## config.mk

```make
export PLATFORM = sky130hd
export DESIGN_NAME = tx_packet_flow_control_queue_top_flat
export DESIGN_NICKNAME = d
export VERILOG_FILES = /design/src/sv/tpfq_pkg.sv /design/src/sv/tpfq_if.sv /design/src/sv/tx_packet_flow_control_queue_top.sv /design/src/sv/tpfq_ram.sv /design/src/sv/tpfq_cfg.sv /design/src/sv/tpfq_front.sv /design/src/sv/tpfq_back.sv /design/src/flat_wrapper.sv
export SDC_FILE = /design/constraint.sdc
export NUM_CORES = 1
export LEC_CHECK = 0
export CORE_MARGIN = 5
export CORE_UTILIZATION = 55
export CTS_CLUSTER_DIAMETER = 80
export DETAILED_ROUTE_END_ITERATION = 12
export DONT_BUFFER_PORTS = 1
export GPL_TIMING_DRIVEN = 0
export MAX_ROUTING_LAYER = met4
export PLACE_DENSITY = 0.7
export RECOVER_POWER = 50
export SETUP_SLACK_MARGIN = 0.5
export SYNTH_ARGS = -nofsm -noshare
export SYNTH_HDL_FRONTEND = slang
export SYNTH_SLANG_ARGS = --single-unit
```

## constraint.sdc

```tcl
create_clock -name clk -period 8.65 [get_ports clk]
set_input_delay 0.4325 -clock clk [delete_from_list [all_inputs] [get_ports clk]]
set_output_delay 0.4325 -clock clk [all_outputs]
set_load 0.1 [all_outputs]
```

## src/sv/tpfq_pkg.sv

```systemverilog
// Shared types, codes and defaults of the transmit packet flow control queue.
`default_nettype none
package tpfq_pkg;

	localparam int QUEUE_DEPTH_DEF = 16;

	localparam logic [4:0]  MAX_QUEUE_LEN_RST  = 5'd1;
	localparam logic [15:0] MAX_PACKET_LEN_RST = 16'd1500;

	// Input word kinds.
	localparam logic [2:0] KIND_SEND     = 3'd0;
	localparam logic [2:0] KIND_SEND_CPL = 3'd1;
	localparam logic [2:0] KIND_FLOW     = 3'd2;
	localparam logic [2:0] KIND_CONTEXT  = 3'd3;
	localparam logic [2:0] KIND_SHUTDOWN = 3'd4;

	// Result word kinds.
	localparam logic [1:0] RK_STATUS   = 2'd0;
	localparam logic [1:0] RK_TRANSMIT = 2'd1;
	localparam logic [1:0] RK_RESUME   = 2'd2;
	localparam logic [1:0] RK_DISCARD  = 2'd3;

	// Send status codes.
	localparam logic [1:0] STS_CONTINUE     = 2'd0;
	localparam logic [1:0] STS_STOP         = 2'd1;
	localparam logic [1:0] STS_DISCONNECTED = 2'd2;
	localparam logic [1:0] STS_TOO_LARGE    = 2'd3;

	typedef enum logic [2:0] {
		OP_SEND,
		OP_SEND_CPL,
		OP_FLOW,
		OP_CONTEXT,
		OP_SHUTDOWN
	} op_t;

	typedef enum logic [1:0] {
		SS_IDLE,
		SS_SENDING,
		SS_SHUTDOWN
	} send_state_t;

	typedef enum logic [1:0] {
		BK_WAIT,
		BK_EXEC,
		BK_OUT
	} back_state_t;

	typedef struct packed {
		logic [4:0]  max_queue_len;
		logic [15:0] max_packet_len;
	} cfg_t;

	typedef struct packed {
		op_t         op;
		logic [15:0] tag;
		logic        flag;
		logic        too_large;
	} cmd_t;

	typedef struct packed {
		logic [1:0]  result_kind;
		logic [1:0]  status;
		logic [15:0] out_tag;
		logic [4:0]  queue_count;
		logic        last;
	} res_t;

endpackage
`default_nettype wire

```

## src/sv/tpfq_if.sv

```systemverilog
// Handshake channels for input event words and result words.
`default_nettype none
interface tpfq_evt_if;
	logic        valid;
	logic        ready;
	logic [2:0]  kind;
	logic [15:0] packet_tag;
	logic [15:0] packet_len;
	logic        flag_value;

	modport source (output valid, kind, packet_tag, packet_len, flag_value, input ready);
	modport sink (input valid, kind, packet_tag, packet_len, flag_value, output ready);
endinterface

interface tpfq_res_if;
	logic        valid;
	logic        ready;
	logic [1:0]  result_kind;
	logic [1:0]  status;
	logic [15:0] out_tag;
	logic [4:0]  queue_count;
	logic        last;

	modport source (output valid, result_kind, status, out_tag, queue_count, last,
		input ready);
	modport sink (input valid, result_kind, status, out_tag, queue_count, last,
		output ready);
endinterface
`default_nettype wire

```

## src/sv/tx_packet_flow_control_queue_top.sv

```systemverilog
// Transmit packet gate: send requests, link completions and flow events in, link actions out.
//
// Input words arrive on evt (valid/ready): a send request with tag and length, a link
// send-complete, a flow-control change, a context change, or entry into shutdown.
// Each word yields zero, one or two result words on res (valid/ready): send status,
// a tag to transmit, a resume indication or a discarded tag; last marks the final one.
// Two limits sit behind the APB port: the queue length at which stop is reported
// (offset 0) and the largest accepted packet length (offset 4).
// A two-entry command queue decouples input from execution, so input words are taken
// while results wait. Execution runs through a wait state and an execute state for each
// word, then presents its result words in turn; the registered read of the tag RAM
// falls in the wait state.
// The first result word is presented from the result register, which follows the command register.
// A stalled receiver holds the current result; execution waits, and input is taken
// until the command queue holds two words.
// Reset brings the link state to idle, flow control off, context active and the tag
// queue empty; both limits return to their defaults.
`default_nettype none
module tx_packet_flow_control_queue_top #(
	parameter int QUEUE_DEPTH = tpfq_pkg::QUEUE_DEPTH_DEF
) (
	input  wire logic        clk,
	input  wire logic        arst_n,
	input  wire logic        psel,
	input  wire logic        penable,
	input  wire logic        pwrite,
	input  wire logic [2:0]  paddr,
	input  wire logic [31:0] pwdata,
	output      logic [31:0] prdata,
	output      logic        pready,
	tpfq_evt_if.sink         evt,
	tpfq_res_if.source       res
);
	tpfq_pkg::cfg_t cfg;
	tpfq_pkg::cmd_t cmd;
	logic           cmd_valid;
	logic           cmd_ready;

	tpfq_cfg u_cfg (
		.clk    (clk),
		.arst_n (arst_n),
		.psel   (psel),
		.penable(penable),
		.pwrite (pwrite),
		.paddr  (paddr),
		.pwdata (pwdata),
		.prdata (prdata),
		.pready (pready),
		.cfg    (cfg)
	);

	tpfq_front u_front (
		.clk      (clk),
		.arst_n   (arst_n),
		.cfg      (cfg),
		.evt      (evt),
		.cmd_valid(cmd_valid),
		.cmd      (cmd),
		.cmd_ready(cmd_ready)
	);

	tpfq_back #(
		.QUEUE_DEPTH(QUEUE_DEPTH)
	) u_back (
		.clk      (clk),
		.arst_n   (arst_n),
		.cfg      (cfg),
		.cmd_valid(cmd_valid),
		.cmd      (cmd),
		.cmd_ready(cmd_ready),
		.res      (res)
	);
endmodule
`default_nettype wire

```

## src/sv/tpfq_ram.sv

```systemverilog
// Generic single-write, single-read RAM with registered read data.
`default_nettype none
module tpfq_ram #(
	parameter int WIDTH = 16,
	parameter int DEPTH = 16
) (
	input  wire logic                                         clk,
	input  wire logic                                         we,
	input  wire logic [((DEPTH > 1) ? $clog2(DEPTH) : 1)-1:0] waddr,
	input  wire logic [WIDTH-1:0]                             wdata,
	input  wire logic [((DEPTH > 1) ? $clog2(DEPTH) : 1)-1:0] raddr,
	output      logic [WIDTH-1:0]                             rdata
);
	logic [WIDTH-1:0] mem_q [DEPTH];

	always_ff @(posedge clk) begin
		if (we) begin
			mem_q[waddr] <= wdata;
		end
		rdata <= mem_q[raddr];
	end
endmodule
`default_nettype wire

```

## src/sv/tpfq_cfg.sv

```systemverilog
// APB register block holding the queue limit and the packet length limit.
`default_nettype none
module tpfq_cfg (
	input  wire logic        clk,
	input  wire logic        arst_n,
	input  wire logic        psel,
	input  wire logic        penable,
	input  wire logic        pwrite,
	input  wire logic [2:0]  paddr,
	input  wire logic [31:0] pwdata,
	output      logic [31:0] prdata,
	output      logic        pready,
	output      tpfq_pkg::cfg_t cfg
);
	localparam logic REG_MAX_QUEUE_LEN  = 1'b0;
	localparam logic REG_MAX_PACKET_LEN = 1'b1;

	logic [4:0]  max_queue_len_q;
	logic [15:0] max_packet_len_q;
	logic        wr_en;

	assign pready = 1'b1;
	assign wr_en  = psel && penable && pwrite && pready;

	always_ff @(posedge clk or negedge arst_n) begin
		if (!arst_n) begin
			max_queue_len_q  <= tpfq_pkg::MAX_QUEUE_LEN_RST;
			max_packet_len_q <= tpfq_pkg::MAX_PACKET_LEN_RST;
		end else if (wr_en) begin
			unique case (paddr[2])
				REG_MAX_QUEUE_LEN:  max_queue_len_q  <= pwdata[4:0];
				REG_MAX_PACKET_LEN: max_packet_len_q <= pwdata[15:0];
			endcase
		end
	end

	always_comb begin
		unique case (paddr[2])
			REG_MAX_QUEUE_LEN:  prdata = {27'd0, max_queue_len_q};
			REG_MAX_PACKET_LEN: prdata = {16'd0, max_packet_len_q};
		endcase
	end

	assign cfg.max_queue_len  = max_queue_len_q;
	assign cfg.max_packet_len = max_packet_len_q;
endmodule
`default_nettype wire

```

## src/sv/tpfq_front.sv

```systemverilog
// Front end: decodes input words into commands and buffers them in a two-entry queue.
`default_nettype none
module tpfq_front (
	input  wire logic           clk,
	input  wire logic           arst_n,
	input  wire tpfq_pkg::cfg_t cfg,
	tpfq_evt_if.sink            evt,
	output      logic           cmd_valid,
	output      tpfq_pkg::cmd_t cmd,
	input  wire logic           cmd_ready
);
	tpfq_pkg::cmd_t ent_q [2];
	logic           wp_q;
	logic           rp_q;
	logic [1:0]     cnt_q;
	tpfq_pkg::cmd_t dec;
	logic           keep;
	logic           push;
	logic           pop;

	always_comb begin
		dec.tag       = evt.packet_tag;
		dec.flag      = evt.flag_value;
		dec.too_large = evt.packet_len > cfg.max_packet_len;
		dec.op        = tpfq_pkg::OP_SEND;
		keep          = 1'b1;
		unique case (evt.kind)
			tpfq_pkg::KIND_SEND:     dec.op = tpfq_pkg::OP_SEND;
			tpfq_pkg::KIND_SEND_CPL: dec.op = tpfq_pkg::OP_SEND_CPL;
			tpfq_pkg::KIND_FLOW:     dec.op = tpfq_pkg::OP_FLOW;
			tpfq_pkg::KIND_CONTEXT:  dec.op = tpfq_pkg::OP_CONTEXT;
			tpfq_pkg::KIND_SHUTDOWN: dec.op = tpfq_pkg::OP_SHUTDOWN;
			default:                 keep   = 1'b0;
		endcase
	end

	// Unused kinds are taken and dropped here; they never reach the back end.
	assign evt.ready = (cnt_q != 2'd2);
	assign push      = evt.valid && evt.ready && keep;
	assign cmd_valid = (cnt_q != 2'd0);
	assign cmd       = ent_q[rp_q];
	assign pop       = cmd_valid && cmd_ready;

	always_ff @(posedge clk) begin
		if (push) begin
			ent_q[wp_q] <= dec;
		end
	end

	always_ff @(posedge clk or negedge arst_n) begin
		if (!arst_n) begin
			wp_q  <= 1'b0;
			rp_q  <= 1'b0;
			cnt_q <= 2'd0;
		end else begin
			if (push) begin
				wp_q <= ~wp_q;
			end
			if (pop) begin
				rp_q <= ~rp_q;
			end
			case ({push, pop})
				2'b10:   cnt_q <= cnt_q + 2'd1;
				2'b01:   cnt_q <= cnt_q - 2'd1;
				default: cnt_q <= cnt_q;
			endcase
		end
	end
endmodule
`default_nettype wire

```

## src/sv/tpfq_back.sv

```systemverilog
// Back end: keeps the send state and tag queue, executes commands and emits result words.
`default_nettype none
module tpfq_back #(
	parameter int QUEUE_DEPTH = tpfq_pkg::QUEUE_DEPTH_DEF
) (
	input  wire logic           clk,
	input  wire logic           arst_n,
	input  wire tpfq_pkg::cfg_t cfg,
	input  wire logic           cmd_valid,
	input  wire tpfq_pkg::cmd_t cmd,
	output      logic           cmd_ready,
	tpfq_res_if.source          res
);
	localparam int PTR_W = (QUEUE_DEPTH > 1) ? $clog2(QUEUE_DEPTH) : 1;
	localparam int CNT_W = $clog2(QUEUE_DEPTH + 1);
	localparam int CMP_W = (CNT_W > 5) ? CNT_W : 5;
	localparam logic [PTR_W-1:0] PTR_LAST = PTR_W'(QUEUE_DEPTH - 1);
	localparam logic [CNT_W-1:0] CNT_FULL = CNT_W'(QUEUE_DEPTH);

	tpfq_pkg::back_state_t bk_q, bk_d;
	tpfq_pkg::send_state_t sst_q, sst_d;
	logic                  flow_q, flow_d;
	logic                  ctx_q, ctx_d;
	logic                  fs_q, fs_d;
	logic [PTR_W-1:0]      head_q, head_d;
	logic [PTR_W-1:0]      tail_q, tail_d;
	logic [CNT_W-1:0]      cnt_q, cnt_d;
	tpfq_pkg::cmd_t        cmd_q;
	tpfq_pkg::res_t        res_q [2];
	tpfq_pkg::res_t        r0, r1, cur;
	logic                  two_q, idx_q;
	logic [1:0]            nres;
	logic                  we;
	logic [15:0]           rd_tag;
	logic                  do_drain;
	logic                  do_flush;
	logic                  full_a;
	logic                  full_b;
	logic [CMP_W-1:0]      mql_x;
	logic [CMP_W-1:0]      cnt_dx;

	tpfq_ram #(
		.WIDTH(16),
		.DEPTH(QUEUE_DEPTH)
	) u_tag_ram (
		.clk  (clk),
		.we   (we),
		.waddr(tail_q),
		.wdata(cmd_q.tag),
		.raddr(head_q),
		.rdata(rd_tag)
	);

	function automatic logic [PTR_W-1:0] ptr_next(input logic [PTR_W-1:0] p);
		ptr_next = (p == PTR_LAST) ? '0 : p + PTR_W'(1);
	endfunction

	assign mql_x  = CMP_W'(cfg.max_queue_len);
	assign full_a = CMP_W'(cnt_q) >= mql_x;
	assign full_b = CMP_W'(cnt_d) >= mql_x;
	assign cnt_dx = CMP_W'(cnt_d);

	// Command execution: the head entry was read in the wait cycle and is valid here.
	always_comb begin
		sst_d    = sst_q;
		flow_d   = flow_q;
		ctx_d    = ctx_q;
		fs_d     = fs_q;
		head_d   = head_q;
		tail_d   = tail_q;
		cnt_d    = cnt_q;
		we       = 1'b0;
		nres     = 2'd0;
		r0       = '0;
		r1       = '0;
		do_drain = 1'b0;
		do_flush = 1'b0;
		if (bk_q == tpfq_pkg::BK_EXEC) begin
			unique case (cmd_q.op)
				tpfq_pkg::OP_SEND: begin
					if (sst_q == tpfq_pkg::SS_SHUTDOWN) begin
						r0.status = tpfq_pkg::STS_DISCONNECTED;
						nres      = 2'd1;
					end else if (cmd_q.too_large) begin
						r0.status = tpfq_pkg::STS_TOO_LARGE;
						nres      = 2'd1;
					end else if (sst_q == tpfq_pkg::SS_SENDING) begin
						if (cnt_q == CNT_FULL) begin
							r0.result_kind = tpfq_pkg::RK_DISCARD;
							r0.out_tag     = cmd_q.tag;
							nres           = 2'd2;
						end else begin
							we     = 1'b1;
							tail_d = ptr_next(tail_q);
							cnt_d  = cnt_q + CNT_W'(1);
							nres   = 2'd1;
						end
						fs_d = full_a || full_b;
						if (nres == 2'd2) begin
							r1.status = fs_d ? tpfq_pkg::STS_STOP : tpfq_pkg::STS_CONTINUE;
						end else begin
							r0.status = fs_d ? tpfq_pkg::STS_STOP : tpfq_pkg::STS_CONTINUE;
						end
					end else begin
						// Idle link: queued tags go first, the new one takes the tail.
						r0.result_kind = tpfq_pkg::RK_TRANSMIT;
						if (cnt_q != '0) begin
							r0.out_tag = rd_tag;
							we         = 1'b1;
							head_d     = ptr_next(head_q);
							tail_d     = ptr_next(tail_q);
						end else begin
							r0.out_tag = cmd_q.tag;
						end
						sst_d     = tpfq_pkg::SS_SENDING;
						fs_d      = full_a;
						r1.status = full_a ? tpfq_pkg::STS_STOP : tpfq_pkg::STS_CONTINUE;
						nres      = 2'd2;
					end
				end
				tpfq_pkg::OP_SEND_CPL: begin
					sst_d    = tpfq_pkg::SS_IDLE;
					do_drain = ctx_q && !flow_q;
				end
				tpfq_pkg::OP_FLOW: begin
					if (flow_q != cmd_q.flag) begin
						flow_d = cmd_q.flag;
						if (!cmd_q.flag) begin
							do_drain = ctx_q && (sst_q == tpfq_pkg::SS_IDLE);
						end else begin
							do_flush = 1'b1;
						end
					end
				end
				tpfq_pkg::OP_CONTEXT: begin
					if (ctx_q != cmd_q.flag) begin
						ctx_d = cmd_q.flag;
						if (cmd_q.flag) begin
							do_drain = !flow_q && (sst_q == tpfq_pkg::SS_IDLE);
						end else begin
							do_flush = 1'b1;
						end
					end
				end
				tpfq_pkg::OP_SHUTDOWN: begin
					sst_d = tpfq_pkg::SS_SHUTDOWN;
				end
				default: begin
					sst_d = sst_q;
				end
			endcase

			if (do_drain) begin
				if (cnt_q != '0) begin
					r0.result_kind = tpfq_pkg::RK_TRANSMIT;
					r0.out_tag     = rd_tag;
					nres           = 2'd1;
					head_d         = ptr_next(head_q);
					cnt_d          = cnt_q - CNT_W'(1);
					sst_d          = tpfq_pkg::SS_SENDING;
				end
				// The queue is empty after this drain when it held one tag or none.
				if (fs_q && (cnt_q <= CNT_W'(1))) begin
					if (nres == 2'd1) begin
						r1.result_kind = tpfq_pkg::RK_RESUME;
						nres           = 2'd2;
					end else begin
						r0.result_kind = tpfq_pkg::RK_RESUME;
						nres           = 2'd1;
					end
				end
			end

			if (do_flush) begin
				head_d = '0;
				tail_d = '0;
				cnt_d  = '0;
			end
		end

		r0.queue_count = cnt_dx[4:0];
		r1.queue_count = cnt_dx[4:0];
		r0.last        = (nres == 2'd1);
		r1.last        = 1'b1;
	end

	always_comb begin
		bk_d      = bk_q;
		cmd_ready = 1'b0;
		unique case (bk_q)
			tpfq_pkg::BK_WAIT: begin
				cmd_ready = 1'b1;
				if (cmd_valid) begin
					bk_d = tpfq_pkg::BK_EXEC;
				end
			end
			tpfq_pkg::BK_EXEC: begin
				bk_d = (nres == 2'd0) ? tpfq_pkg::BK_WAIT : tpfq_pkg::BK_OUT;
			end
			tpfq_pkg::BK_OUT: begin
				if (res.ready && (idx_q == two_q)) begin
					bk_d = tpfq_pkg::BK_WAIT;
				end
			end
			default: bk_d = tpfq_pkg::BK_WAIT;
		endcase
	end

	always_ff @(posedge clk or negedge arst_n) begin
		if (!arst_n) begin
			bk_q <= tpfq_pkg::BK_WAIT;
		end else begin
			bk_q <= bk_d;
		end
	end

	always_ff @(posedge clk or negedge arst_n) begin
		if (!arst_n) begin
			sst_q  <= tpfq_pkg::SS_IDLE;
			flow_q <= 1'b0;
			ctx_q  <= 1'b1;
			fs_q   <= 1'b0;
			head_q <= '0;
			tail_q <= '0;
			cnt_q  <= '0;
			two_q  <= 1'b0;
			idx_q  <= 1'b0;
		end else begin
			sst_q  <= sst_d;
			flow_q <= flow_d;
			ctx_q  <= ctx_d;
			fs_q   <= fs_d;
			head_q <= head_d;
			tail_q <= tail_d;
			cnt_q  <= cnt_d;
			if (bk_q == tpfq_pkg::BK_EXEC) begin
				two_q <= (nres == 2'd2);
				idx_q <= 1'b0;
			end else if (bk_q == tpfq_pkg::BK_OUT && res.ready) begin
				idx_q <= 1'b1;
			end
		end
	end

	always_ff @(posedge clk) begin
		if (bk_q == tpfq_pkg::BK_WAIT && cmd_valid) begin
			cmd_q <= cmd;
		end
		if (bk_q == tpfq_pkg::BK_EXEC) begin
			res_q[0] <= r0;
			res_q[1] <= r1;
		end
	end

	assign cur             = res_q[idx_q];
	assign res.valid       = (bk_q == tpfq_pkg::BK_OUT);
	assign res.result_kind = cur.result_kind;
	assign res.status      = cur.status;
	assign res.out_tag     = cur.out_tag;
	assign res.queue_count = cur.queue_count;
	assign res.last        = cur.last;
endmodule
`default_nettype wire

```

## src/flat_wrapper.sv

```systemverilog
// flat-port wrapper written by rule: the top's interface ports become plain ports
module tx_packet_flow_control_queue_top_flat 
#(
	parameter int QUEUE_DEPTH = tpfq_pkg::QUEUE_DEPTH_DEF
)
  (clk, arst_n, psel, penable, pwrite, paddr, pwdata, prdata, pready, evt_valid, evt_kind, evt_packet_tag, evt_packet_len, evt_flag_value, evt_ready, res_valid, res_result_kind, res_status, res_out_tag, res_queue_count, res_last, res_ready);
  tpfq_evt_if evt_i ();
  tpfq_res_if res_i ();
  input  wire logic clk;
  input  wire logic arst_n;
  input  wire logic psel;
  input  wire logic penable;
  input  wire logic pwrite;
  input  wire logic [2:0] paddr;
  input  wire logic [31:0] pwdata;
  output      logic [31:0] prdata;
  output      logic pready;
  input wire logic [$bits(evt_i.valid)-1:0] evt_valid;
  input wire logic [$bits(evt_i.kind)-1:0] evt_kind;
  input wire logic [$bits(evt_i.packet_tag)-1:0] evt_packet_tag;
  input wire logic [$bits(evt_i.packet_len)-1:0] evt_packet_len;
  input wire logic [$bits(evt_i.flag_value)-1:0] evt_flag_value;
  output wire logic [$bits(evt_i.ready)-1:0] evt_ready;
  output wire logic [$bits(res_i.valid)-1:0] res_valid;
  output wire logic [$bits(res_i.result_kind)-1:0] res_result_kind;
  output wire logic [$bits(res_i.status)-1:0] res_status;
  output wire logic [$bits(res_i.out_tag)-1:0] res_out_tag;
  output wire logic [$bits(res_i.queue_count)-1:0] res_queue_count;
  output wire logic [$bits(res_i.last)-1:0] res_last;
  input wire logic [$bits(res_i.ready)-1:0] res_ready;
  assign evt_i.valid = evt_valid;
  assign evt_i.kind = evt_kind;
  assign evt_i.packet_tag = evt_packet_tag;
  assign evt_i.packet_len = evt_packet_len;
  assign evt_i.flag_value = evt_flag_value;
  assign evt_ready = evt_i.ready;
  assign res_valid = res_i.valid;
  assign res_result_kind = res_i.result_kind;
  assign res_status = res_i.status;
  assign res_out_tag = res_i.out_tag;
  assign res_queue_count = res_i.queue_count;
  assign res_last = res_i.last;
  assign res_i.ready = res_ready;
  tx_packet_flow_control_queue_top #(.QUEUE_DEPTH(QUEUE_DEPTH)) u_core (.clk(clk), .arst_n(arst_n), .psel(psel), .penable(penable), .pwrite(pwrite), .paddr(paddr), .pwdata(pwdata), .prdata(prdata), .pready(pready), .evt(evt_i), .res(res_i));
endmodule
```

==> results.md, run 1 <==
* Synth Flop Type: edfxtp_1
* Adder-Cell Fraction of Synth Area at 0.02802
* Synth cell types at 69
* Slew @ Worst Pin at 2.727 ns
* Vias in the first global route at 8857
* Crit path time final at 3.990 ns
* Initial DRC Count at 741
* Clk buf depth at 3
* WP data required at 8.91 ns
* Max Cap Viol at 1
* Number of port buffers at 0
* Tcrit/Tclk final at 0.4612
* DP HPWL at 21770 um
* Router iterations before antenna repair at 5
* Power density of the placed cells at 227.1 mW/mm^2
* Root cell of the clock tree: clkbuf_16
* IO Pins at 139
* Post-synthesis cell area at 0.01697 mm^2
* Area of the multi-input gates at 0.004731 mm^2
* CTS resizes at 0
* Status: finished, violations left
* Slew headroom at -0.8179
* Wl on met1 at 14520 um
* Post-synthesis mux area share at 0.1379
* Final ANT Viol Nets at 0
* Total CTS buffers at 42
* Syn Area/Cell at 17.92 um^2
* RSZ-0062 raised after global routing: false
* GRT Residual Overflow at 0
* Per-cell routed wire length at 23.34 um
* Placed cells at 1365
* Metal2 WL at 16720 um
* Initial antenna violation count at 0
* Met3 WL at 2240 um
* FP Rows at 64
* Asr flop ratio synth at 0.1146
* Ys Warns at 0
* Post-DP Area at 0.01771 mm^2
* Fmax at 0.2507 GHz
* Peak supply drop at 0.1861 mV
* Final instance count without filler cells at 1461
* Final Hold Viols at 0
* Clock sink count at 410
* TritonCTS clock tree: yes
* Design Area, Final at 0.01930 mm^2
* Post-synthesis simple-gate area fraction at 0.05463
* Total number of vias at 8561
* Die ar. at 0.03447 mm^2
* Total area of sequential cells at 0.01193 mm^2
* Final setup viols at 0
* Total track usage at 0.2083
* LEAKAGE at 0.006500 uW
* # nets final at 1148
* Largest family of logic cells by synthesized area: multiplexers
* Fin. max-slew vios at 48
* Hold Buf Count CTS at 19
* Sequential share of the synthesized area at 0.7029
* Largest net degree at the start of global routing at 48
* Failing checks: capacitance limit, slew limit
* Compound-Gate Fraction of Synth Area at 0.04623
* Ant. Diodes at 0
* Clk Latency, worst-skew pair at 0.53 ns
* Post-synthesis instance total at 947
* Drc violations at 0
* Layout area overhead at 13.73%
* XOR/XNOR Fraction of Synth Area at 0.004129
* Starting Density at 0.5562
* Layout cells sized above 1 at 0.2479
* Max FO, Critical Path at 8
* Setup TNS at 0 ns
* EDFF count, synth at 347
* First-pass GRT wire length at 52650 um
* Fillers at 2141
* Arrival time worst endpoint at 4.25 ns
* Clk_skew at 0.01485 ns
* Crit Path Class: flop to flop
* DR top layer: met4
* Die W at 185.7 um
* Worst-path clk slew at 0.06 ns
* CTS HTree Levels at 2
* CP endpoint kind: flop
* # Post-CTS Setup Buffers at 0
* Min-Delay Path Class: input port to flop
* Vias per inst at 5.860
* Final WL at 34100 um
* Core ar. at 0.03051 mm^2
* Seq cells post-synth at 410
* GP Congestion at 0.8175
* Crit path launch type: flop
* Fin util at 0.6326
* Die Ht at 185.7 um
-- kinds of logic after synthesis --
logic type | after synthesis
DFF | 410
and+or+nand+nor | 156
muxes | 128
AOI/OAI and AO/OA | 109
buffers and inverters | 96
adders and majority gates | 38
xor gates and xnor gates | 8
other | 2
-- per-stage QoR --
stage | total power [uW] | hold WS (ns) | setup slack, ns
after CTS | 4420 | 0.03046 | 4.656
after global placement | 2559 | 0.1397 | 4.139
after global routing | 4547 | 0.02905 | 4.346
final | 4383 | 0.05197 | 4.660
after floorplan | 2521 | 0.1369 | 5.086
after detailed placement | 2576 | 0.1401 | 4.691
-- Yosys cell counts (11+ instances only) --
master / number / share of area
o21ai_0: 28 / 0.0083
clkbuf_1: 34 / 0.0075
nor2b_1: 27 / 0.010
inv_1: 35 / 0.0077
dfxtp_1: 16 / 0.019
a22o_1: 16 / 0.0083
a21oi_1: 17 / 0.0050
and2_1: 15 / 0.0055
edfxtp_1: 347 / 0.61
dfrtp_1: 38 / 0.056
buf_4: 17 / 0.0075
nand2_1: 18 / 0.0040
nand2b_1: 11 / 0.0041
ha_1: 38 / 0.028
mux4_2: 80 / 0.11
nor2_1: 22 / 0.0049
mux2_2: 46 / 0.031
-- cell usage in the layout (no fill, tap or decap), drive strengths merged, types with 5 or more instances in the layout --
master and instances:
nand4 6, mux2 46, clkbuf 88, dfrtp 38, nor2 22, o21ai 31, nand2 18, dfxtp 16
conb 17, dlygate4sd3 18, clkinv 19, inv 36, bufinv 6, nor2b 27, a22o 16, or2 5
buf 30, and2 15, dfstp 9, nand3 8, a21oi 18, mux4 80, edfxtp 347, and3 8
nand2b 11, xnor2 6, ha 38, nor3 9
-- metal layers --
layer	global-route usage	vias up
li1	-	3890
met1	0.2909	4303
met2	0.3264	318
met3	0.03869	50
met4	0.04838	0
met5	-	-
-- power by group --
| group | switching, uW | total (uW) | internal, uW |
|---|---|---|---|
| Clock | 720 | 1840 | 1110 |
| Combinational | 236 | 325 | 89.1 |
| Sequential | 29.9 | 2220 | 2190 |
-- state kept, by name (all words and copies together), names as in the netlist, 4 cells and up --
| register | flops |
|---|---|
| u_core.u_back.u_tag_ram.mem_q | 256 |
| u_core.u_front.ent_q | 42 |
| u_core.u_back.res_q | 28 |
| u_core.u_back.cmd_q | 21 |
| u_core.u_back.u_tag_ram.rdata | 16 |
| u_core.u_cfg.max_packet_len_q | 16 |
| u_core.u_back.cnt_q | 5 |
| u_core.u_cfg.max_queue_len_q | 5 |
| u_core.u_back.head_q | 4 |
| u_core.u_back.tail_q | 4 |
-- worst max-delay path: stages (launching register included) --
cell and delay, ns:
edfxtp_1 0.44, inv_1 0.11, ha_1 0.24, or4bb_1 0.51, a211o_2 0.44, a21oi_2 0.36
nor2_1 0.12, o31a_1 0.26, ha_1 0.28, nand2b_1 0.14, a211oi_1 0.27, nor3b_1 0.11
a311oi_1 0.36, nor2_1 0.07
-- layout make-up --
type / count / share of cell area
repair buffers: 26 / 0.01452
plain buffers: 61 / 0.01588
inverters: 35 / 0.006807
multi-input cells: 456 / 0.2451
clock buffers: 49 / 0.05848
clock inverters: 28 / 0.01549
well taps: 396 / 0.02567
flip-flops and latches: 410 / 0.6180
-- path summary, 6_finish.rpt --
kind | slack (ns) | startpoint | to | depth (start not counted)
setup reg to reg | 4.66 | u_core.u_back.cmd_q[1] | u_core.u_back.res_q[1][22] | 13
setup / recovery | 4.66 | u_core.u_back.cmd_q[1] | u_core.u_back.res_q[1][22] | 13
max in group asynchronous | 5.74 | arst_n | u_core.u_cfg.max_packet_len_q[5] | 2
min in group asynchronous | 1.36 | arst_n | u_core.u_back.cnt_q[4] | 2
hold reg to reg | 0.50 | u_core.u_cfg.max_queue_len_q[1] | u_core.u_cfg.max_queue_len_q[1] | 1
hold / removal | 0.05 | pwdata[1] | u_core.u_cfg.max_queue_len_q[1] | 1
(Power assumes the default switching activity.)
==> run 2, diff against run 1 <==
Settings changed: PLACE_DENSITY 0.7 to 0.73.
Clock period 8.65 ns to 3.3 ns, I/O delays scaled along.
==> run 2 against run 1 <==
  * The flow finishes with violations (capacitance limit, slew limit, setup timing)
  * Sequential power rose to 2.6 times the previous value
  * Global-route usage up 0.83 points
  * Final cell count up 3.4%
  * Utilization up 2.6 points
  * Non-clock buffer count up 51
  * First-iteration DRC count up 12%
  * Via count up 4.4%
  * Combinational power rose to 2.7 times the previous value
  * Die area unchanged
  * Register-to-register slack worse by 4.9 ns
  * Flip-flop and latch count unchanged
  * Critical endpoint unchanged
  * Largest cell class unchanged
  * Largest power group unchanged
  * Highest routed layer unchanged
==> results.md, run 2 (synthesis gave the netlist of run 1 again) <==
* TritonCTS clock tree: yes
* Placed cells at 1362
* GRT Residual Overflow at 0
* Router iterations before antenna repair at 5
* LEAKAGE at 0.006821 uW
* Fin. max-slew vios at 48
* Final ANT Viol Nets at 0
* Peak supply drop at 0.5617 mV
* Crit Path Class: flop to flop
* CP endpoint kind: flop
* Max FO, Critical Path at 6
* Slew @ Worst Pin at 2.731 ns
* Ant. Diodes at 0
* First-pass GRT wire length at 54500 um
* Crit path launch type: flop
* Crit path time final at 3.492 ns
* Root cell of the clock tree: clkbuf_16
* Setup TNS at -0.4346 ns
* Clk buf depth at 3
* Die ar. at 0.03447 mm^2
* PnR worst setup slack at -0.1916 ns
* Final Hold Viols at 0
* Vias in the first global route at 9233
* Clk Latency, worst-skew pair at 0.54 ns
* Slew headroom at -0.8207
* Worst path top cell family by delay: compound AO/OA/AOI/OAI gates
* Fmax at 0.2864 GHz
* # nets final at 1199
* Worst-path clk slew at 0.06 ns
* Clock sink count at 410
* Layout area overhead at 18.42%
* Crit path cell chain: inv_2, ha_4, or4bb_4, a211o_4, a21oi_4, buf_6, a21oi_1, o21ai_2, ha_1, a211oi_2, nor3b_2, a311oi_2, nor2_1
* Tcrit/Tclk final at 1.058
* DP HPWL at 21880 um
* GP Congestion at 0.8478
* IO Pins at 139
* Starting Density at 0.5562
* Clk_skew at 0.01776 ns
* Arrival time worst endpoint at 3.77 ns
* Failing checks: capacitance limit, slew limit, setup timing
* Max Cap Viol at 1
* Drc violations at 0
* Per-cell routed wire length at 23.75 um
* Largest registers: u_core.u_back.u_tag_ram.mem_q x256, u_core.u_front.ent_q x42, u_core.u_back.res_q x28
* Layout cells sized above 1 at 0.2951
* Final instance count without filler cells at 1511
* Most frequent cells in the layout: edfxtp_1, mux4_2, clkbuf_16
* Largest Register: u_core.u_back.u_tag_ram.mem_q
* Initial antenna violation count at 0
* Total track usage at 0.2166
* RSZ-0062 raised after global routing: true
* Die W at 185.7 um
* Initial DRC Count at 833
* Total CTS buffers at 42
* Min-Delay Path Class: input port to flop
* Core ar. at 0.03051 mm^2
* Max reg flops at 256
* Status: finished, violations left
* FP Rows at 64
* Largest stage delay, worst path at 0.53 ns
* Final WL at 35890 um
* Number of port buffers at 0
* Post-DP Area at 0.01771 mm^2
* Final setup viols at 3
* Design Area, Final at 0.02010 mm^2
* CTS HTree Levels at 2
* Most common cell after layout, fill and taps aside: edfxtp_1
* Slowest CP cell: or4bb_4
* Buf+Inv Stages, Crit Path at 2
* Total number of vias at 8941
* Power density of the placed cells at 569.6 mW/mm^2
* Fin util at 0.6587
* Vias per inst at 5.917
* Die Ht at 185.7 um
* Largest net degree at the start of global routing at 48
* WP data required at 3.57 ns
==> run 2: metrics by stage <==
stage          setup slack [ns]  hold WS [ns]  total power (uW)
4_1_cts                 -0.2360      0.002984             11540
3_5_place_dp            -0.5073       -0.1285              6739
3_3_place_gp             -1.093       -0.1285              6708
5_1_grt                 -0.2970       0.03366             11860
2_1_floorplan          -0.06047       -0.1306              6613
6_report                -0.1916      0.009659             11450
==> run 2: timing repair <==
action	CTS	global route
setup buffers	23	10
pin swaps	15	18
hold buffers	40	0
resized for setup	46	23
endpoints found under the setup margin	319	310
hold endpoints to repair	110	0
==> run 2: worst paths after layout <==
check | from | end | depth (start not counted) | slack (ns)
worst min-delay path | evt_valid | u_core.u_front.wp_q | 2 | 0.01
worst max register to register | u_core.u_back.cmd_q[1] | u_core.u_back.res_q[1][22] | 13 | -0.19
min in group asynchronous | arst_n | u_core.u_back.two_q | 2 | 1.07
max in group asynchronous | arst_n | u_core.u_cfg.max_packet_len_q[9] | 2 | 0.67
worst max-delay path | u_core.u_back.cmd_q[1] | u_core.u_back.res_q[1][22] | 13 | -0.19
worst min register to register | u_core.u_front.cnt_q[1] | u_core.u_front.cnt_q[1] | 1 | 0.50
==> run 2: worst reg2reg max path: cells and delay by family, from the launching register on <==
kind	cells	cell delay [ns]
compound gates	6	1.35
fa+ha+maj	2	0.47
buf+inv	2	0.25
flops	1	0.48
simple gates	3	0.69
==> run 2: where the power goes <==
part           switching (uW)  internal, uW
sequential               77.8          5750
clock                    1910          2830
combinational             627           248
==> run 2: cell type report <==
| cell class | count | area (um^2) |
|---|---|---|
| inverters | 35 | 131.4 |
| multi-input cells | 456 | 4954 |
| clock inverters | 19 | 227.7 |
| fillers | 1986 | 10410 |
| plain buffers | 61 | 317.8 |
| repair buffers | 77 | 863.3 |
| flip-flops and latches | 410 | 11930 |
| clock buffers | 57 | 1179 |
| well taps | 396 | 495.5 |
==> run 2: routing by layer <==
metal | share of wire | GRT usage
met5 | 0 | -
met2 | 0.49 | 0.3462
met4 | 0.019 | 0.04722
met3 | 0.086 | 0.04378
met1 | 0.40 | 0.2954
